### src/hw/rtl/pps_pkg.sv
`default_nettype none
package pps_pkg;

  // Storage between the classifying front and the entry-building back
  localparam int unsigned QueueDepth = 2;

  localparam logic [11:0] OFFSET_MAX = 12'hFFF;
  localparam logic [11:0] PAT_FIRST  = 12'd8;
  localparam logic [12:0] PMT_FIRST  = 13'd12;
  localparam logic [12:0] PID_SKIP   = 13'h0010;
  localparam logic [7:0]  NIBBLE_MASK = 8'h0F;
  localparam logic [7:0]  PID_HI_MASK = 8'h1F;

  localparam logic ENTRY_PAT = 1'b0;
  localparam logic ENTRY_PMT = 1'b1;

  // Work handed from front to back
  typedef enum logic [1:0] {
    OP_START,
    OP_PAT,
    OP_PMT
  } op_t;

  typedef struct packed {
    op_t        op;
    logic [7:0] data;
  } work_t;

  typedef struct packed {
    logic        kind;
    logic [15:0] number_or_type;
    logic [12:0] pid;
  } entry_t;

endpackage
`default_nettype wire

### src/hw/rtl/pps_queue.sv
`default_nettype none
module pps_queue #(
  parameter int unsigned DEPTH = 2
) (
  input  wire                 clk,
  input  wire                 rst,
  input  wire                 push_valid,
  input  wire pps_pkg::work_t push_item,
  output logic                push_ready,
  output logic                pop_valid,
  input  wire                 pop_ready,
  output pps_pkg::work_t      pop_item
);
  import pps_pkg::*;

  localparam int unsigned PtrW = (DEPTH > 1) ? $clog2(DEPTH) : 1;
  localparam int unsigned CntW = $clog2(DEPTH + 1);
  localparam logic [PtrW-1:0] PtrLast = PtrW'(DEPTH - 1);
  localparam logic [CntW-1:0] CntFull = CntW'(DEPTH);

  work_t           mem [DEPTH];
  logic [PtrW-1:0] wr_ptr;
  logic [PtrW-1:0] rd_ptr;
  logic [CntW-1:0] count;
  logic            do_push;
  logic            do_pop;

  assign push_ready = (count != CntFull);
  assign pop_valid  = (count != '0);
  assign pop_item   = mem[rd_ptr];
  assign do_push    = push_valid && push_ready;
  assign do_pop     = pop_valid && pop_ready;

  always_ff @(posedge clk) begin
    if (do_push) begin
      mem[wr_ptr] <= push_item;
    end
  end

  always_ff @(posedge clk) begin
    if (rst) begin
      wr_ptr <= '0;
      rd_ptr <= '0;
      count  <= '0;
    end else begin
      if (do_push) begin
        wr_ptr <= (wr_ptr == PtrLast) ? '0 : wr_ptr + 1'b1;
      end
      if (do_pop) begin
        rd_ptr <= (rd_ptr == PtrLast) ? '0 : rd_ptr + 1'b1;
      end
      if (do_push && !do_pop) begin
        count <= count + 1'b1;
      end else if (do_pop && !do_push) begin
        count <= count - 1'b1;
      end
    end
  end

endmodule
`default_nettype wire

### src/hw/rtl/pps_front.sv
`default_nettype none
module pps_front (
  input  wire                 clk,
  input  wire                 rst,
  input  wire                 in_valid,
  output logic                in_ready,
  input  wire  [7:0]          in_byte,
  input  wire                 in_start,
  input  wire                 q_ready,
  output logic                push_valid,
  output pps_pkg::work_t      push_item
);
  import pps_pkg::*;

  localparam logic [1:0] KIND_NONE = 2'd0;
  localparam logic [1:0] KIND_PAT  = 2'd1;
  localparam logic [1:0] KIND_PMT  = 2'd2;

  logic [11:0] byte_offset;
  logic [1:0]  table_kind;
  logic [11:0] section_length;
  logic [11:0] entry_start;
  logic [3:0]  info_hi;

  logic        accept;
  logic [11:0] off_next;
  logic [12:0] pmt_first;
  logic [11:0] first_sat;
  logic        before_crc;
  logic        is_len_hi;
  logic        is_len_lo;
  logic        is_info_hi;
  logic        is_info_lo;
  logic        in_entries;

  assign in_ready = q_ready;
  assign accept   = in_valid && q_ready;

  always_comb begin
    off_next   = (byte_offset != OFFSET_MAX) ? byte_offset + 12'd1 : byte_offset;
    pmt_first  = PMT_FIRST + {1'b0, info_hi, in_byte};
    first_sat  = pmt_first[12] ? OFFSET_MAX : pmt_first[11:0];
    before_crc = ({1'b0, off_next} + 13'd1) < {1'b0, section_length};
    is_len_hi  = (off_next == 12'd1);
    is_len_lo  = (off_next == 12'd2);
    is_info_hi = (table_kind == KIND_PMT) && (off_next == 12'd10);
    is_info_lo = (table_kind == KIND_PMT) && (off_next == 12'd11);
    in_entries = (table_kind != KIND_NONE) && !is_len_hi && !is_len_lo
                 && !is_info_hi && !is_info_lo
                 && (off_next >= entry_start) && before_crc;
  end

  always_comb begin
    push_valid     = accept && (in_start || in_entries);
    push_item.data = in_byte;
    if (in_start) begin
      push_item.op = OP_START;
    end else if (table_kind == KIND_PMT) begin
      push_item.op = OP_PMT;
    end else begin
      push_item.op = OP_PAT;
    end
  end

  always_ff @(posedge clk) begin
    if (rst) begin
      byte_offset    <= '0;
      table_kind     <= KIND_NONE;
      section_length <= '0;
      entry_start    <= '0;
      info_hi        <= '0;
    end else if (accept) begin
      if (in_start) begin
        byte_offset    <= '0;
        section_length <= '0;
        info_hi        <= '0;
        if (in_byte == 8'h00) begin
          table_kind  <= KIND_PAT;
          entry_start <= PAT_FIRST;
        end else if (in_byte == 8'h02) begin
          table_kind  <= KIND_PMT;
          entry_start <= OFFSET_MAX;
        end else begin
          table_kind  <= KIND_NONE;
          entry_start <= OFFSET_MAX;
        end
      end else if (table_kind != KIND_NONE) begin
        byte_offset <= off_next;
        if (is_len_hi) begin
          section_length <= {in_byte[3:0] & NIBBLE_MASK[3:0], 8'h00};
        end else if (is_len_lo) begin
          section_length <= {section_length[11:8], in_byte};
        end else if (is_info_hi) begin
          info_hi <= in_byte[3:0] & NIBBLE_MASK[3:0];
        end else if (is_info_lo) begin
          entry_start <= first_sat;
          info_hi     <= '0;
        end
      end
    end
  end

endmodule
`default_nettype wire

### src/hw/rtl/pps_back.sv
`default_nettype none
module pps_back (
  input  wire                 clk,
  input  wire                 rst,
  input  wire                 q_valid,
  input  wire pps_pkg::work_t q_item,
  output logic                q_pop,
  output logic                out_valid,
  input  wire                 out_ready,
  output pps_pkg::entry_t     out_entry
);
  import pps_pkg::*;

  logic [2:0]  entry_byte_index;
  logic [11:0] skip_remaining;
  logic [15:0] entry_bytes;
  logic [12:0] pid_hold;

  logic [2:0]  index_next;
  logic [11:0] skip_next;
  logic [15:0] bytes_next;
  logic [12:0] pid_next;
  logic [12:0] pid_full;
  logic [12:0] pid_top;
  logic        emit;

  // Take work only when the result register is free or draining
  assign q_pop    = q_valid && (!out_valid || out_ready);
  assign pid_full = {pid_hold[12:8], q_item.data};
  assign pid_top  = {q_item.data[4:0] & PID_HI_MASK[4:0], 8'h00};

  always_comb begin
    index_next = entry_byte_index;
    skip_next  = skip_remaining;
    bytes_next = entry_bytes;
    pid_next   = pid_hold;
    emit       = 1'b0;
    if (q_pop) begin
      case (q_item.op)
        OP_START: begin
          index_next = '0;
          skip_next  = '0;
          bytes_next = '0;
          pid_next   = '0;
        end
        OP_PAT: begin
          if (skip_remaining != '0) begin
            skip_next = skip_remaining - 12'd1;
          end else begin
            case (entry_byte_index)
              3'd0: begin
                bytes_next = {q_item.data, 8'h00};
                index_next = 3'd1;
              end
              3'd1: begin
                bytes_next = {entry_bytes[15:8], q_item.data};
                index_next = 3'd2;
              end
              3'd2: begin
                pid_next   = pid_top;
                index_next = 3'd3;
              end
              default: begin
                pid_next   = pid_full;
                index_next = 3'd0;
                emit       = (pid_full != PID_SKIP);
              end
            endcase
          end
        end
        OP_PMT: begin
          if (skip_remaining != '0) begin
            skip_next = skip_remaining - 12'd1;
          end else begin
            case (entry_byte_index)
              3'd0: begin
                bytes_next = {8'h00, q_item.data};
                index_next = 3'd1;
              end
              3'd1: begin
                pid_next   = pid_top;
                index_next = 3'd2;
              end
              3'd2: begin
                pid_next   = pid_full;
                index_next = 3'd3;
              end
              3'd3: begin
                skip_next  = {q_item.data[3:0] & NIBBLE_MASK[3:0], 8'h00};
                index_next = 3'd4;
              end
              default: begin
                skip_next  = {skip_remaining[11:8], q_item.data};
                index_next = 3'd0;
                emit       = 1'b1;
              end
            endcase
          end
        end
        default: begin
          index_next = entry_byte_index;
        end
      endcase
    end
  end

  always_ff @(posedge clk) begin
    if (rst) begin
      entry_byte_index <= '0;
      skip_remaining   <= '0;
      entry_bytes      <= '0;
      pid_hold         <= '0;
      out_valid        <= 1'b0;
    end else begin
      entry_byte_index <= index_next;
      skip_remaining   <= skip_next;
      entry_bytes      <= bytes_next;
      pid_hold         <= pid_next;
      if (emit) begin
        out_valid <= 1'b1;
      end else if (out_ready) begin
        out_valid <= 1'b0;
      end
    end
  end

  // A stream entry ends on the ES-info length, so its PID is already complete
  always_ff @(posedge clk) begin
    if (emit) begin
      out_entry.kind           <= (q_item.op == OP_PMT) ? ENTRY_PMT : ENTRY_PAT;
      out_entry.number_or_type <= entry_bytes;
      out_entry.pid            <= (q_item.op == OP_PMT) ? pid_hold : pid_full;
    end
  end

endmodule
`default_nettype wire

### src/hw/rtl/psi_pat_pmt_section_parser.sv
`default_nettype none
// PSI section parser for PAT and PMT tables. Feed a section one byte per item
// on s_*, with s_tuser high on the table id byte; table id 0 is parsed as a
// PAT (one item per program entry, entries with PID 0x10 dropped), table id 2
// as a PMT (one item per elementary stream, descriptors skipped), and any
// other table is ignored up to the next start byte. Entries end before the
// four CRC bytes and a partial entry there is dropped. The block takes one
// byte every clock, and s_tready falls only once the queue is full behind a
// held result. The front keeps the section offset, length and entry start
// and classifies each byte, a queue of QUEUE_DEPTH items decouples it from
// the back, which assembles entries into a registered output. An entry's
// last byte passes the queue, then the output register, to m_tvalid.
module psi_pat_pmt_section_parser #(
  parameter int unsigned QUEUE_DEPTH = pps_pkg::QueueDepth
) (
  input  wire         clk,
  input  wire         rst,
  input  wire         s_tvalid,
  output logic        s_tready,
  input  wire  [7:0]  s_tdata,   // [7:0] section_byte
  input  wire         s_tuser,   // [0] section_start
  output logic        m_tvalid,
  input  wire         m_tready,
  output logic [31:0] m_tdata,   // [15:0] number_or_type, [28:16] entry_pid, [31:29] zero
  output logic        m_tuser    // [0] entry_kind
);
  import pps_pkg::*;

  logic   push_valid;
  logic   push_ready;
  work_t  push_item;
  logic   pop_valid;
  logic   pop_ready;
  work_t  pop_item;
  entry_t entry;

  // Front: track offsets and length, pass on start and entry bytes only
  pps_front u_front (
    .clk        (clk),
    .rst        (rst),
    .in_valid   (s_tvalid),
    .in_ready   (s_tready),
    .in_byte    (s_tdata),
    .in_start   (s_tuser),
    .q_ready    (push_ready),
    .push_valid (push_valid),
    .push_item  (push_item)
  );

  pps_queue #(
    .DEPTH (QUEUE_DEPTH)
  ) u_queue (
    .clk        (clk),
    .rst        (rst),
    .push_valid (push_valid),
    .push_item  (push_item),
    .push_ready (push_ready),
    .pop_valid  (pop_valid),
    .pop_ready  (pop_ready),
    .pop_item   (pop_item)
  );

  // Back: gather entry fields, skip ES info, hold the finished entry
  pps_back u_back (
    .clk       (clk),
    .rst       (rst),
    .q_valid   (pop_valid),
    .q_item    (pop_item),
    .q_pop     (pop_ready),
    .out_valid (m_tvalid),
    .out_ready (m_tready),
    .out_entry (entry)
  );

  assign m_tdata = {3'b000, entry.pid, entry.number_or_type};
  assign m_tuser = entry.kind;

  // A PAT entry carrying the network PID never leaves the block
  a_pat_skip: assert property (@(posedge clk) disable iff (rst)
    (m_tvalid && m_tuser == ENTRY_PAT) |-> (m_tdata[28:16] != PID_SKIP))
    else $error("PAT entry with skipped PID emitted");

  // Stream type is a single byte
  a_pmt_type: assert property (@(posedge clk) disable iff (rst)
    (m_tvalid && m_tuser == ENTRY_PMT) |-> (m_tdata[15:8] == 8'h00))
    else $error("PMT stream type wider than a byte");

  a_rst_out: assert property (@(posedge clk) rst |=> !m_tvalid)
    else $error("result valid straight after reset");

  // Nothing is pushed into a full queue
  a_queue_room: assert property (@(posedge clk) disable iff (rst)
    push_valid |-> push_ready)
    else $error("push into full queue");

endmodule
`default_nettype wire

### config.mk
export PLATFORM = sky130hd
export DESIGN_NAME = psi_pat_pmt_section_parser
export DESIGN_NICKNAME = d
export VERILOG_FILES = /design/src/hw/rtl/pps_pkg.sv /design/src/hw/rtl/pps_queue.sv /design/src/hw/rtl/pps_front.sv /design/src/hw/rtl/pps_back.sv /design/src/hw/rtl/psi_pat_pmt_section_parser.sv
export SDC_FILE = /design/constraint.sdc
export NUM_CORES = 1
export LEC_CHECK = 0
export ABC_AREA = 1
export ABC_CLOCK_PERIOD_IN_PS = 10650
export BUFFER_PORTS_ARGS = -buffer_cell sky130_fd_sc_hd__buf_2
export CAP_MARGIN = 5
export CELL_PAD_IN_SITES_DETAIL_PLACEMENT = 0
export CELL_PAD_IN_SITES_GLOBAL_PLACEMENT = 1
export CORE_ASPECT_RATIO = 0.5
export CORE_MARGIN = 10
export CORE_UTILIZATION = 35
export DETAILED_ROUTE_END_ITERATION = 16
export GPL_TIMING_DRIVEN = 0
export PLACE_DENSITY_LB_ADDON = 0.12
export SYNTH_ARGS = -nofsm -noshare
export SYNTH_HDL_FRONTEND = slang
export SYNTH_SLANG_ARGS = --single-unit
### constraint.sdc
create_clock -name clk -period 10.65 [get_ports clk]
set_input_delay 0 -clock clk [delete_from_list [all_inputs] [get_ports clk]]
set_output_delay 0 -clock clk [all_outputs]
set_load 0.01 [all_outputs]
==> flow_summary.toml, run 1 <==
[logic_synthesis]
syn-instance-count = 981
synth_warnings = 0
synth-seq-cells = 142
yosysTopAreaCell = "dfxtp_1"
mappedNetlistArea_mm2 = 0.00766
ys_seq_area_share_pct = 43.6
synth-edff-count = 50
synth_cell_types = 42
synthDominantCellAreaShare_pct = 24.0
post_synth_main_area_contributors = "dfxtp_1 (24%), edfxtp_1 (20%), nand2_1 (9.6%)"
asyncSetResetFlopFracSynth_pct = 0
synth.avg_cell_area_um2 = 7.81
synth-main-ff-cell = "dfxtp_1"

[place]
hpwl_mm = 16.3
place.gp.congestion = 0.866
port-buffer-count = 44

[sta]
slew_headroom_pct = 19.2
tns_ns = 0
hold_violations = 0
finalCritPeriodShare_pct = 42.3
worstMarginPinSlew_ns = 1.20
maxClockFrequency_mhz = 222
finalCriticalPeriod_ns = 4.50
setup-violations-final = 0
final.setup_skew_ns = 0.00929
finalMaxSlewViolations = 0
rsz_0062_raised_after_global_routing = "no"

[route]
drt_iter0_markers = 419
post-route-drc-count = 0
drtPass1Iterations = 5
drt-total-wl_mm = 21.3
wire_length_per_cell_after_detailed_routing_um = 15.6
avgViaCountPerCell = 4.83
vias = 6604
final_antenna_net_count = 0

[layout]
diodes = 0
drive_above_1_share_pct = 12.9
nets = 1102
most_frequent_standard_cell_in_the_layout_excluding_fill_and_tap_cells = "nand2_1"
fillerInstances = 2309
syn2layout_area_growth_pct = 17.5
final_cell_mix = "nand2_1 (196), inv_1 (136), a21oi_1 (105)"

[critical_path]
timing_worst_setup_path_type = "reg -> reg"
critical_path.reg2reg.endpoint = "u_queue.mem[0][3]"
worst_ep_arrival_time_ns = 4.54
setup.reg_to_reg.worst_slack_ns = 6.15
worst-r2r-cell-count = 23
startpoint_type = "register"
critPathCaptureType = "register"
setup.worst_path.end = "u_queue.mem[0][3]"
rr_startpoint = "u_front.byte_offset[0]"
critical_path.max_fanout = 10
crit_start = "u_front.byte_offset[0]"
worst_ep_required_time_ns = 10.69

[flow_run]
cap_viol_max_count = 0

[grt]
grt_pass1_vias = 6227
gr-usage-all-layers_pct = 14.9
overflow_after_grt = 0
grt_first_pass_wirelength_mm = 33.8
initial_antenna_violation_count = 0
grt_start_max_net_pins = 32

[cts]
worst_setup_hold_path_clk_slew_ns = 0.07
tritoncts.num_buffers = 17
cts-root-to-sink-buffers = 2
clock-root-buffer = "clkbuf_16"
clk_latency_ns = 0.43
cts_tree = "built"
post-cts-setup-buffer-count = 0
cts.sinks = 142
cts-htree-levels = 4

[die]
die_area_mm2 = 0.0286
top_level_i_o_count = 48
die_width_um = 229
die_height_um = 125
core_mm2 = 0.0216
initial_utilization_pct = 35.5
core.rowCount = 38

[run_status]
status = "completed"

[pwr]
power_leakage_nw = 3.69
power.density_mw_per_mm2 = 246
max-vdd-ir-drop_mv = 0.107
totalPowerFinal_mw = 2.22

[worst_hold_path]
hold_path_class = "in -> reg"
[Yosys cell counts, types with 11 or more instances]
cell type and instances:
nand3_1 23, nor3_1 15, nand4_1 23, o21ai_1 14, xor2_1 15, inv_1 136
nor2_1 80, nand3b_1 13, nor2_2 11, edfxtp_1 50, a21oi_1 105, a211oi_1 13
dfxtp_1 92, nand2_1 196, o21ai_0 53, ha_1 34, clkbuf_1 18
[state kept, by name, summed over array words and instances, names as in the netlist, named ones only]
name and cells:
u_back.entry_byte_index 3, u_queue.mem 20, u_queue.rd_ptr 1, u_front.section_length 12, u_queue.count 2, u_front.entry_start 12, u_back.skip_remaining 12, u_back.pid_hold 13
u_back.entry_bytes 16, u_back.out_valid 1, u_front.table_kind 2, u_front.info_hi 4, u_back.out_entry 30, u_front.byte_offset 12, u_queue.wr_ptr 1
[final cells by class]
cell class / count / area (um^2) / area share (%)
plain buffers: 28 / 146 / 1.63
clock inverters: 13 / 203 / 2.25
well taps: 300 / 375 / 4.17
multi-input cells: 664 / 3610 / 40.2
clock buffers: 19 / 443 / 4.92
inverters: 149 / 564 / 6.27
repair buffers: 53 / 310 / 3.45
flip-flops and latches: 142 / 3340 / 37.2
[how the worst min path moves through the flow]
stage          depth (start not counted)       start  slack, ns                 endpoint
4_1_cts                                4     s_tuser       0.02  u_front.entry_start[10]
2_1_floorplan                          0  s_tdata[0]        0.1        u_queue.mem[0][0]
3_3_place_gp                           1  s_tdata[7]       0.24        u_queue.mem[1][7]
5_1_grt                                4     s_tuser       0.06  u_front.entry_start[10]
3_5_place_dp                           1  s_tdata[7]       0.24        u_queue.mem[0][7]
6_report                               4     s_tuser       0.03  u_front.entry_start[10]
[cell families (layout without fill, tap and decap cells)]
group	count (synthesis)	in the layout	share of synthesized area, %
buffers and inverters	177	262	9.28
other	1	3	0.0490
adders and majority gates	34	34	5.55
and+or+nand+nor	394	394	23.8
xor gates and xnor gates	21	21	2.40
AOI/OAI and AO/OA	212	212	15.3
DFF	142	142	43.6
[worst max-delay path, stage by stage (launching register included)]
cell and delay [ns]:
dfxtp_1 0.47, ha_1 0.28, nand2_2 0.09, nor2_4 0.14, nand3_2 0.14, buf_6 0.18
nand2_4 0.11, nand2_1 0.07, nor2_2 0.20, inv_2 0.06, nor2_1 0.11, inv_2 0.06
nor2_2 0.12, xor2_1 0.19, ha_1 0.27, a21oi_1 0.14, nor3_1 0.06, a211oi_1 0.16
nand2_1 0.08, nand2_1 0.07, nand2_1 0.05, nand2_1 0.08, nand3_2 0.15, a21oi_1 0.84
[where the power goes]
part           internal, mW  leakage [nW]  switching, mW  total (mW)
Clock                 0.406         0.313          0.258       0.663
Combinational         0.277          2.19          0.591       0.867
Sequential            0.645          1.19         0.0420       0.687
Total                  1.33          3.69          0.890        2.22
[through the flow]
stage | hold WS (ns) | instances | utilization, % | worst slack [ns] | area [um^2]
6_report | 0.0322 | 1368 | 41.7 | 6.15 | 9000
5_1_grt | 0.0573 | 1368 | 41.7 | 5.63 | 9000
4_1_cts | 0.0225 | 1368 | 41.7 | 6.09 | 9000
3_5_place_dp | 0.241 | 1327 | 38.3 | 6.10 | 8260
3_3_place_gp | 0.238 | 1327 | 38.3 | 6.21 | 8260
2_1_floorplan | 0.0989 | 983 | - | 6.91 | 7670
[metal layers]
layer / global-route usage [%] / part of all wire (%) / routed length [um]
met1: 19.6 / 48 / 10300
met2: 24.4 / 47 / 9930
met3: 3.46 / 4.3 / 918
met4: 3.14 / 0.98 / 209
met5: 0 / 0 / 0
[what timing repair did]
action / 4_1_cts / 5_1_grt
hold endpoints to repair: 29 / 0
hold buffers: 9 / 0
gates resized for setup: 0 / 0
No activity file was read; power rests on OpenSTA's default activity.
==> run 2, diff against run 1 <==
- ABC_CLOCK_PERIOD_IN_PS: 10650 -> 4250
- clock period: 10.65 -> 4.25 ns (I/O delays scaled with it)
==> flow_summary.toml, run 2 (synthesized netlist as in run 1, its figures left out) <==
[run_status]
status = "completed"

[die]
core.rowCount = 38
die_width_um = 229
core_mm2 = 0.0216
top_level_i_o_count = 48
initial_utilization_pct = 35.5
die_height_um = 125
die_area_mm2 = 0.0286

[grt]
overflow_after_grt = 0
grt_first_pass_wirelength_mm = 33.8
gr-usage-all-layers_pct = 14.9
grt_start_max_net_pins = 32
initial_antenna_violation_count = 0
grt_pass1_vias = 6227

[layout]
final_cell_mix = "nand2_1 (196), inv_1 (136), a21oi_1 (104)"
area_of_the_multi_input_gates_mm2 = 0.00366
diodes = 0
most_frequent_standard_cell_in_the_layout_excluding_fill_and_tap_cells = "nand2_1"
syn2layout_area_growth_pct = 18.3
ff_latch_area_mm2 = 0.00335
largest-register = "u_back.out_entry"
fillerInstances = 2310
largest_register_ff_count = 30
drive_above_1_share_pct = 13.6
layout.core_utilization_pct = 42.0
nets = 1103
biggest_registers_after_layout = "u_back.out_entry: 30 flops, u_queue.mem: 20 flops, u_back.entry_bytes: 16 flops"

[place]
dpl_worst_slack_ns = -0.295
port-buffer-count = 44
place.gp.congestion = 0.866
hpwl_mm = 16.3

[sta]
slew_headroom_pct = 20.1
finalCriticalPeriod_ns = 3.93
final.setup_skew_ns = 0.00977
finalCritPeriodShare_pct = 92.4
layout_setup_ws_ns = 0.321
maxClockFrequency_mhz = 255
fin_hold_ws_ns = 0.0318
hold_violations = 0
rsz_0062_raised_after_global_routing = "yes"
worstMarginPinSlew_ns = 1.19
finalMaxSlewViolations = 0
setup-violations-final = 0

[route]
wire_length_per_cell_after_detailed_routing_um = 15.6
avgViaCountPerCell = 4.81
drtPass1Iterations = 5
final_antenna_net_count = 0
post-route-drc-count = 0
drt_iter0_markers = 442
vias = 6581
drt-total-wl_mm = 21.4

[critical_path]
critical_path.most_common_cell = "nand2_1"
startpoint_type = "register"
worst_ep_required_time_ns = 4.31
worst-r2r-cell-count = 24
critical_path.reg2reg.endpoint = "u_queue.mem[0][3]"
path_depth = 24
rr_startpoint = "u_front.byte_offset[0]"
critical_path.max_stage_delay_ns = 0.53
worst_ep_arrival_time_ns = 3.99
critical_path.max_fanout = 10
timing.critical_path.max_delay_family = "simple AND/OR/NAND/NOR gates"
critPathCaptureType = "register"
critical_path.slowest_cell = "a21oi_2"
setup.reg_to_reg.worst_slack_ns = 0.32
crit_chain = "ha_4 -> nand2_2 -> nor2_4 -> nand2_2 -> nor2_4 -> nand2_1 -> nand2_2 -> nand2_2 -> nor2_4 -> inv_2 -> nor2_1 -> inv_2 -> nor2_2 -> xor2_1 -> ha_1 -> a21oi_1 -> nor3_1 -> a211oi_1 -> nand2_1 -> nand2_1 -> nand2_1 -> nand2_1 -> nand3_4 -> a21oi_2"
critPathBufInv = 2
timing_worst_setup_path_type = "reg -> reg"

[cts]
cts_tree = "built"
cts-root-to-sink-buffers = 2
cts-htree-levels = 4
worst_setup_hold_path_clk_slew_ns = 0.07
tritoncts.num_buffers = 17
clock-root-buffer = "clkbuf_16"
cts.sinks = 142
clk_latency_ns = 0.43

[worst_hold_path]
hold_path_class = "in -> reg"
timing.hold.worst_endpoint = "u_front.entry_start[10]"
timing.hold.worst.start = "s_tuser"
worst_hold_path.num_cells = 4

[pwr]
power.density_mw_per_mm2 = 615
max-vdd-ir-drop_mv = 0.268
totalPowerFinal_mw = 5.57
power_leakage_nw = 3.69

[flow_run]
cap_viol_max_count = 0
[run 2: cell types whose count changed in the layout (fill, tap and decap cells not counted), sizes merged]
cell | previous run | this run
buf | 54 | 55
[run 2: cell type report]
type,count,share of cell area [%]
multi-input cells,664,40.4
flip-flops and latches,142,37.0
inverters,149,6.23
clock buffers,19,4.89
well taps,300,4.14
repair buffers,54,3.51
clock inverters,13,2.24
plain buffers,28,1.62
[run 2: how the worst max path moves through the flow]
stage,start,to,slack (ns)
floorplan,u_front.byte_offset[0],u_queue.mem[0][0],0.51
global placement,u_front.byte_offset[0],u_queue.mem[0][4],-0.19
detailed placement,u_front.byte_offset[0],u_queue.mem[0][2],-0.30
CTS,u_front.byte_offset[0],u_queue.mem[0][3],-0.002
global route,u_front.byte_offset[0],u_queue.mem[1][0],-0.12
finish,u_front.byte_offset[0],u_queue.mem[0][3],0.32
[run 2: timing repair]
| action | CTS | global route |
|---|---|---|
| setup endpoints to repair | 10 | 23 |
| pin swaps | 0 | 3 |
| hold endpoints to repair | 29 | 0 |
| setup buffers | 0 | 1 |
| resized for setup | 1 | 14 |
| hold buffers | 9 | 0 |
[run 2: worst reg2reg max path, delay by kind of cell (launching register included)]
family / cells / cell delay, ns
AND/OR/NAND/NOR: 16 / 1.56
AO/OA/AOI/OAI: 3 / 0.87
adder cells (fa/ha/maj): 2 / 0.44
flip-flops: 1 / 0.40
XOR/XNOR: 1 / 0.19
buffers and inverters: 2 / 0.11
[run 2: per-layer routing]
layer	vias to the layer above	share of wire, %	track usage, %
li1	3399	-	-
met1	3087	49	19.6
met2	78	47	24.4
met3	17	3.5	3.46
met4	0	0.97	3.14
met5	-	0	0
[run 2: stage by stage]
| stage | std cells | cell area [um^2] | setup TNS [ns] |
|---|---|---|---|
| 2_1_floorplan | 983 | 7670 | 0 |
| 3_3_place_gp | 1327 | 8260 | -1.86 |
| 3_5_place_dp | 1327 | 8260 | -2.95 |
| 4_1_cts | 1368 | 9000 | -0.00642 |
| 5_1_grt | 1369 | 9060 | -2.24 |
| 6_report | 1369 | 9060 | 0 |
[run 2: power by group]
group | switching [mW] | internal [mW]
Sequential | 0.106 | 1.61
Clock | 0.654 | 1.02
Combinational | 1.48 | 0.695
